--- config.mk ---
export PLATFORM = sky130hd
export DESIGN_NAME = imu_uart_frame_parser_top_flat
export DESIGN_NICKNAME = d
export VERILOG_FILES = /design/src/rtl/imufp_pkg.sv /design/src/rtl/imufp_if.sv /design/src/rtl/imu_uart_frame_parser_top.sv /design/src/flat_wrapper.sv
export SDC_FILE = /design/constraint.sdc
export NUM_CORES = 1
export LEC_CHECK = 0
export BUFFER_PORTS_ARGS = -buffer_cell sky130_fd_sc_hd__buf_2
export CORE_MARGIN = 1
export CORE_UTILIZATION = 69
export CTS_CLUSTER_DIAMETER = 150
export DETAILED_ROUTE_END_ITERATION = 8
export PLACE_DENSITY_LB_ADDON = 0.1
export SKIP_LAST_GASP = 1
export SYNTH_ARGS = -nofsm -noshare
export SYNTH_HDL_FRONTEND = slang
export SYNTH_SLANG_ARGS = --single-unit
--- constraint.sdc ---
create_clock -name clk -period 16 [get_ports clk]
set_clock_uncertainty 0.05 [all_clocks]
set_input_delay 0.8 -clock clk [delete_from_list [all_inputs] [get_ports clk]]
set_output_delay 0.8 -clock clk [all_outputs]
set_load 0.1 [all_outputs]
--- src/rtl/imufp_pkg.sv ---
// Package for the IMU serial frame parser: frame codes, widths and axis scaling.
// No dependencies; used by the channel interfaces and the top level.
package imufp_pkg;

  localparam int FRAME_BYTES   = 11;
  localparam int IDX_W         = 4;
  localparam int PAYLOAD_BYTES = 6;
  localparam int PAY_IDX_W     = 3;
  localparam int AXIS_W        = 16;
  localparam int MUL_W         = 9;
  localparam int PROD_W        = AXIS_W + MUL_W;

  localparam logic [7:0] HEADER_BYTE = 8'h55;
  localparam logic [7:0] TYPE_ANGLE  = 8'h53;
  localparam logic [7:0] TYPE_RATE   = 8'h52;

  localparam logic [IDX_W-1:0] IDX_TYPE = IDX_W'(1);
  localparam logic [IDX_W-1:0] IDX_PAY0 = IDX_W'(2);
  localparam logic [IDX_W-1:0] IDX_LAST = IDX_W'(FRAME_BYTES - 1);

  localparam logic KIND_ANGLE = 1'b0;
  localparam logic KIND_RATE  = 1'b1;

  // angle: deg Q7 = raw*180/32768*128 ; rate: deg/s Q4 = raw*2000/32768*16
  localparam logic signed [MUL_W-1:0] ANGLE_MUL = 9'sd180;
  localparam logic signed [MUL_W-1:0] RATE_MUL  = 9'sd125;
  localparam int ANGLE_SH = 8;
  localparam int RATE_SH  = 7;

  typedef logic signed [AXIS_W-1:0] axis_t;
  typedef logic [7:0] byte_t;

  // floor(raw * mul / 2^sh), arithmetic shift
  function automatic axis_t scale_axis(input axis_t raw, input logic kind);
    logic signed [MUL_W-1:0]  mul;
    logic signed [PROD_W-1:0] prod;
    mul  = (kind == KIND_RATE) ? RATE_MUL : ANGLE_MUL;
    prod = PROD_W'(raw) * PROD_W'(mul);
    if (kind == KIND_RATE) begin
      return axis_t'(prod >>> RATE_SH);
    end
    return axis_t'(prod >>> ANGLE_SH);
  endfunction

endpackage

--- src/rtl/imufp_if.sv ---
// Valid/ready channel interfaces of the IMU frame parser: byte input and result output.
// Depends on imufp_pkg for payload types.
interface imufp_in_if import imufp_pkg::*; ();
  logic  valid;
  logic  ready;
  byte_t rx_byte;

  modport source (output valid, output rx_byte, input ready);
  modport sink   (input valid, input rx_byte, output ready);
endinterface

interface imufp_out_if import imufp_pkg::*; ();
  logic  valid;
  logic  ready;
  logic  frame_kind;
  axis_t axis_x;
  axis_t axis_y;
  axis_t axis_z;

  modport source (output valid, output frame_kind, output axis_x, output axis_y,
                  output axis_z, input ready);
  modport sink   (input valid, input frame_kind, input axis_x, input axis_y,
                  input axis_z, output ready);
endinterface

--- src/rtl/imu_uart_frame_parser_top.sv ---
// IMU serial frame parser top level: frame hunt, checksum, axis scaling.
// Depends on imufp_pkg and the channel interfaces in imufp_if.sv.
//
// Usage:
//   in_bus carries one received serial byte per item (valid/ready). The parser
//   hunts for header 0x55, gathers an 11-byte frame and checks the 8-bit sum.
//   A good angle frame (type 0x53) or rate frame (type 0x52) gives one item on
//   out_bus: frame_kind plus signed X/Y/Z (angle deg Q7, rate deg/s Q4).
//   Bad frames and other types give nothing; hunting resumes after each frame.
// Timing:
//   One byte accepted per cycle while in_bus.ready is high. The edge that accepts
//   a frame's checksum byte loads the frame stage register; the output register
//   is loaded from it through the three 16x9 multipliers once it can advance.
// Reset and stall:
//   Synchronous reset returns to hunting with both result stages empty.
//   When out_bus stalls, the output register holds; a second finished frame
//   waits in the frame stage, and in_bus.ready drops only while both are full.
module imu_uart_frame_parser_top
  import imufp_pkg::*;
(
  input  logic               clk,
  input  logic               rst_n,
  imufp_in_if.sink           in_bus,
  imufp_out_if.source        out_bus
);

  logic                 active_r, active_nxt;
  logic [IDX_W-1:0]     idx_r, idx_nxt;
  byte_t                sum_r, sum_nxt;
  byte_t                type_r, type_nxt;
  byte_t                pay_r [PAYLOAD_BYTES];
  logic [PAY_IDX_W-1:0] pay_idx;
  logic                 pay_we;

  logic                 s1_valid_r, s1_valid_nxt;
  logic                 s1_kind_r;
  axis_t                s1_x_r, s1_y_r, s1_z_r;
  logic                 s1_load, s1_adv;

  logic                 out_valid_r, out_valid_nxt;
  logic                 out_kind_r;
  axis_t                out_x_r, out_y_r, out_z_r;

  logic                 in_acc;
  logic                 type_ok;

  assign s1_adv        = !out_valid_r || out_bus.ready;
  assign in_bus.ready  = !s1_valid_r || s1_adv;
  assign in_acc        = in_bus.valid && in_bus.ready;
  assign pay_idx       = PAY_IDX_W'(idx_r - IDX_PAY0);
  assign type_ok       = (type_r == TYPE_ANGLE) || (type_r == TYPE_RATE);

  always_comb begin
    active_nxt = active_r;
    idx_nxt    = idx_r;
    sum_nxt    = sum_r;
    type_nxt   = type_r;
    pay_we     = 1'b0;
    s1_load    = 1'b0;
    if (in_acc) begin
      if (!active_r) begin
        if (in_bus.rx_byte == HEADER_BYTE) begin
          active_nxt = 1'b1;
          idx_nxt    = IDX_TYPE;
          sum_nxt    = in_bus.rx_byte;
        end
      end else if (idx_r != IDX_LAST) begin
        if (idx_r == IDX_TYPE) begin
          type_nxt = in_bus.rx_byte;
        end else begin
          pay_we = (32'(pay_idx) < PAYLOAD_BYTES);
        end
        sum_nxt = sum_r + in_bus.rx_byte;
        idx_nxt = idx_r + IDX_W'(1);
      end else begin
        active_nxt = 1'b0;
        idx_nxt    = '0;
        sum_nxt    = '0;
        s1_load    = (in_bus.rx_byte == sum_r) && type_ok;
      end
    end
  end

  always_comb begin
    if (s1_load) begin
      s1_valid_nxt = 1'b1;
    end else if (s1_adv) begin
      s1_valid_nxt = 1'b0;
    end else begin
      s1_valid_nxt = s1_valid_r;
    end
    if (s1_valid_r && s1_adv) begin
      out_valid_nxt = 1'b1;
    end else if (out_bus.ready) begin
      out_valid_nxt = 1'b0;
    end else begin
      out_valid_nxt = out_valid_r;
    end
  end

  always_ff @(posedge clk) begin
    if (!rst_n) begin
      active_r    <= 1'b0;
      idx_r       <= '0;
      sum_r       <= '0;
      s1_valid_r  <= 1'b0;
      out_valid_r <= 1'b0;
    end else begin
      active_r    <= active_nxt;
      idx_r       <= idx_nxt;
      sum_r       <= sum_nxt;
      s1_valid_r  <= s1_valid_nxt;
      out_valid_r <= out_valid_nxt;
    end
  end

  always_ff @(posedge clk) begin
    type_r <= type_nxt;
    if (pay_we) begin
      pay_r[pay_idx] <= in_bus.rx_byte;
    end
    if (s1_load) begin
      s1_kind_r <= (type_r == TYPE_RATE) ? KIND_RATE : KIND_ANGLE;
      s1_x_r    <= axis_t'({pay_r[1], pay_r[0]});
      s1_y_r    <= axis_t'({pay_r[3], pay_r[2]});
      s1_z_r    <= axis_t'({pay_r[5], pay_r[4]});
    end
    if (s1_valid_r && s1_adv) begin
      out_kind_r <= s1_kind_r;
      out_x_r    <= scale_axis(s1_x_r, s1_kind_r);
      out_y_r    <= scale_axis(s1_y_r, s1_kind_r);
      out_z_r    <= scale_axis(s1_z_r, s1_kind_r);
    end
  end

  assign out_bus.valid      = out_valid_r;
  assign out_bus.frame_kind = out_kind_r;
  assign out_bus.axis_x     = out_x_r;
  assign out_bus.axis_y     = out_y_r;
  assign out_bus.axis_z     = out_z_r;

`ifndef SYNTH
  // inside a frame the index always points at a byte after the header
  a_idx_range: assert property (@(posedge clk) disable iff (!rst_n)
    active_r |-> (idx_r != '0) && (idx_r <= IDX_LAST))
    else $error("frame index out of range while active");

  // a finished frame only comes from a checksum byte taken at the last index
  a_load_src: assert property (@(posedge clk) disable iff (!rst_n)
    s1_load |-> in_acc && active_r && (idx_r == IDX_LAST))
    else $error("frame stage loaded outside the checksum byte");

  // a stalled frame stage keeps its item
  a_s1_hold: assert property (@(posedge clk) disable iff (!rst_n)
    s1_valid_r && !s1_adv |=> s1_valid_r && $stable(s1_x_r) && $stable(s1_kind_r))
    else $error("frame stage item lost under stall");
`endif

endmodule
--- src/flat_wrapper.sv ---
// flat-port wrapper written by rule: the top's interface ports become plain ports
module imu_uart_frame_parser_top_flat import imufp_pkg::*;
  (clk, rst_n, in_bus_valid, in_bus_rx_byte, in_bus_ready, out_bus_valid, out_bus_frame_kind, out_bus_axis_x, out_bus_axis_y, out_bus_axis_z, out_bus_ready);
  imufp_in_if in_bus_i ();
  imufp_out_if out_bus_i ();
  input  logic clk;
  input  logic rst_n;
  input wire logic [$bits(in_bus_i.valid)-1:0] in_bus_valid;
  input wire logic [$bits(in_bus_i.rx_byte)-1:0] in_bus_rx_byte;
  output wire logic [$bits(in_bus_i.ready)-1:0] in_bus_ready;
  output wire logic [$bits(out_bus_i.valid)-1:0] out_bus_valid;
  output wire logic [$bits(out_bus_i.frame_kind)-1:0] out_bus_frame_kind;
  output wire logic [$bits(out_bus_i.axis_x)-1:0] out_bus_axis_x;
  output wire logic [$bits(out_bus_i.axis_y)-1:0] out_bus_axis_y;
  output wire logic [$bits(out_bus_i.axis_z)-1:0] out_bus_axis_z;
  input wire logic [$bits(out_bus_i.ready)-1:0] out_bus_ready;
  assign in_bus_i.valid = in_bus_valid;
  assign in_bus_i.rx_byte = in_bus_rx_byte;
  assign in_bus_ready = in_bus_i.ready;
  assign out_bus_valid = out_bus_i.valid;
  assign out_bus_frame_kind = out_bus_i.frame_kind;
  assign out_bus_axis_x = out_bus_i.axis_x;
  assign out_bus_axis_y = out_bus_i.axis_y;
  assign out_bus_axis_z = out_bus_i.axis_z;
  assign out_bus_i.ready = out_bus_ready;
  imu_uart_frame_parser_top u_core (.clk(clk), .rst_n(rst_n), .in_bus(in_bus_i), .out_bus(out_bus_i));
endmodule
==> impl_metrics.toml <==
[power]
power_density_mw_per_mm2 = 62.5
peakVddDrop_uv = 62.3
clock_power_share_pct = 35.9
comb_power_share_pct = 20.8
power_uw = 1120
cellLeakagePower_uw = 0.00838
pwr-share-seq_pct = 43.3
swShare_pct = 29.2
switchingPower_uw = 329
p_int_uw = 796

[setup_path]
cp_slowest_cell = "buf_4"
path_max_fanout = 96
worstSetupStartpointType = "flip-flop"
worst-path-buf-inv = 7
rrSetupSlack_ps = 9410
arrival_ps = 6730
r2r_end = "u_core.out_bus.axis_z[15]$_DFFE_PP_"
max_stage_delay_ps = 720
worstReg2RegStart = "u_core.s1_kind_r$_DFFE_PP_"
crit_family = "adder cells"
end_kind = "flip-flop"
cp.required_ps = 16150
criticalPathCategory = "reg2reg"
reg2reg_depth = 20
cp_cell_sequence = "buf_4 > buf_4 > nand2_1 > inv_1 > ha_1 > inv_1 > fa_1 > inv_1 > fa_1 > inv_1 > fa_1 > inv_1 > ha_1 > a21o_1 > a211o_1 > a311o_1 > a21oi_4 > nand2_1 > a311oi_1 > nor2_1"
path_common_cell = "inv_1"

[drt]
initialDrtViolationCount = 684
final_antenna_net_count = 0
first_pass_iters = 7
vias = 11000
drc = 0
via_per_inst = 5.44
wl_mm = 30.3
drt-wirelength-per-cell_um = 14.9

[grt]
met3_usage_pct = 3.01
grt_max_degree = 97
met2_usage_pct = 47.3
grt_overflow = 0
grt_pass1_wl_mm = 51.8
antenna_found_initial = 0
busiest_layer = "met2"
grt_pass1_vias = 11400
track_usage_pct = 26.8
use_met1_pct = 35.2

[cells_and_area]
final_common_cell = "inv_1"
fin_area_mm2 = 0.0180
drive_gt1_share_pct = 8.26
area_growth_pct = 7.78
n_antenna_cell = 0
nNetsFinal = 2055
final_cell_mix = "386 x inv_1, 220 x fa_1, 154 x edfxtp_1"
fin_util_pct = 76.3

[floorplanning]
core-area_mm2 = 0.0236
die_w_um = 158
initial_core_util_pct = 70.8
num_rows = 56
dieArea_mm2 = 0.0248
io_pins = 63
die-height_um = 158

[yosys]
synth_area_mm2 = 0.0167
yosys.area.top_type = "edfxtp_1"
synth_enable_flop_cells = 154
avgSynthCellArea_um2 = 10.4
postSynth.asyncResetShare_pct = 0
synth-seq-cells = 169
ys_seq_area_share_pct = 29.5
synth_flop_cell = "edfxtp_1"
ys_types = 80
synth.area.top_cells = "edfxtp_1 28%, fa_1 26%, ha_1 9.7%"
synthDominantCellAreaShare_pct = 27.7
syn_inst = 1599
ys.warnings.count = 0

[sta]
max_freq_mhz = 152
holdWs_ps = 366
period_needed_ps = 6590
rsz0062_at_grt = "no"
maxSlewViolCount = 0
final-setup-viol-count = 0
tns_ps = 0
hold_violations = 0
maxSlewHeadroom_pct = 25.0
finalCritPeriodShare_pct = 41.2
tightest_slew_ps = 1120

[cts]
cts_tree = "done"
clock_latency_ps = 440
clk_path_buf_depth = 2
hold_buffers = 0
cts_buffers = 17
clock_sinks = 169
cts_resized = 0
post_cts_buffers = 0
root_buffer = "clkbuf_16"
cts_max_level = 4
clkTransAtPathRegs_ps = 80

[status]
outcome = "complete, no violations"

[worst_hold_path]
hp-class = "reg2reg"
whs_path_depth = 0
whs_endpoint = "u_core.s1_y_r[0]$_DFFE_PP_"
hold_start = "u_core.pay_r[2][0]$_DFFE_PP_"

[placed_design]
dpl.hpwl_mm = 23.4
port_buffers = 62
dpl_cell_area_mm2 = 0.0174
place_congestion = 0.858

[flow_run]
drv_cap = 0
[worst max path at each step]
stage	start	to	depth (start not counted)
finish	u_core.s1_kind_r$_DFFE_PP_	u_core.out_bus.axis_z[15]$_DFFE_PP_	20
global route	u_core.s1_kind_r$_DFFE_PP_	u_core.out_bus.axis_z[13]$_DFFE_PP_	20
CTS	u_core.s1_kind_r$_DFFE_PP_	u_core.out_bus.axis_z[15]$_DFFE_PP_	20
detailed placement	u_core.s1_kind_r$_DFFE_PP_	u_core.out_bus.axis_z[15]$_DFFE_PP_	20
global placement	u_core.s1_kind_r$_DFFE_PP_	u_core.out_bus.axis_z[14]$_DFFE_PP_	20
floorplan	u_core.out_bus.valid$_SDFFE_PN0P_	u_core.s1_kind_r$_DFFE_PP_	6
[metal layers]
layer	vias to the layer above	part of all wire, %
met3	46	2.9
met4	0	1.7
li1	5350	-
met1	5409	44
met2	209	51
met5	-	0
[synthesized netlist by cell type (4+ instances only)]
cell type    n
inv_1      387
fa_1       220
edfxtp_1   154
ha_1       130
nor2_1      87
nand2_1     83
xnor2_1     57
o21ai_0     54
a21oi_1     47
a21o_1      41
xor2_1      28
a31oi_1     25
clkbuf_1    25
nor3_1      25
nand3_1     21
and2_1      17
dfxtp_1     15
nor2b_1     14
and3_1      11
a221oi_1    10
mux2_2       9
nand2b_1     8
a211oi_1     7
o21a_1       7
o21ai_1      7
nor4_1       6
or3_1        6
buf_1        5
a21boi_0     4
a21oi_2      4
mux2i_1      4
nand4_1      4
o221a_2      4
o221ai_1     4
[flip-flops by register name (all words and copies together) (netlist names)]
signal / flops
u_core.s1_y_r: 16
u_core.s1_valid_r: 1
u_core.active_r: 1
u_core.pay_r: 48
u_core.s1_kind_r: 1
u_core.sum_r: 8
u_core.out_bus.valid: 1
u_core.out_bus.axis_y: 16
u_core.out_bus.frame_kind: 1
u_core.type_r: 8
u_core.out_bus.axis_x: 16
u_core.s1_z_r: 16
u_core.out_bus.axis_z: 16
u_core.s1_x_r: 16
u_core.idx_r: 4
[worst reg2reg max path: cells and delay by family, from the launching register on]
family / cells / cell delay, ps
fa+ha+maj: 5 / 2020
flops: 1 / 380
simple gates: 3 / 570
compound gates: 5 / 1320
buf+inv: 7 / 1990
[cell families after synthesis]
| group | count (synthesis) | synth area share [%] |
|---|---|---|
| and+or+nand+nor | 299 | 8.51 |
| DFF | 169 | 29.5 |
| xor gates and xnor gates | 85 | 4.46 |
| adders and majority gates | 350 | 36.1 |
| AOI/OAI and AO/OA | 255 | 10.6 |
| muxes | 14 | 0.914 |
| other | 2 | 0.0450 |
| buffers and inverters | 425 | 9.89 |
[cell type report]
cell class / instances / area [um^2]
Sequential cell: 169 / 4920
Inverter: 388 / 1460
Multi-Input combinational cell: 1048 / 10300
Timing Repair Buffer: 69 / 363
Clock inverter: 15 / 134
Clock buffer: 17 / 425
Fill cell: 1628 / 5610
Tap cell: 319 / 399
[metrics by stage]
| stage | setup slack [ps] | instances |
|---|---|---|
| final | 9410 | 2025 |
| after global routing | 9000 | 2025 |
| after CTS | 9470 | 2025 |
| after detailed placement | 9490 | 1993 |
| after global placement | 9680 | 1993 |
| after floorplan | 9800 | 1642 |
[power by group through the flow]
stage | registers (uW) | clock network, uW | logic (uW)
after floorplan | 497 | 0 | 191
after global placement | 497 | 0 | 224
after detailed placement | 497 | 0 | 232
after CTS | 487 | 407 | 234
after global routing | 487 | 425 | 268
final | 487 | 403 | 234
No activity file was read; power rests on OpenSTA's default activity.
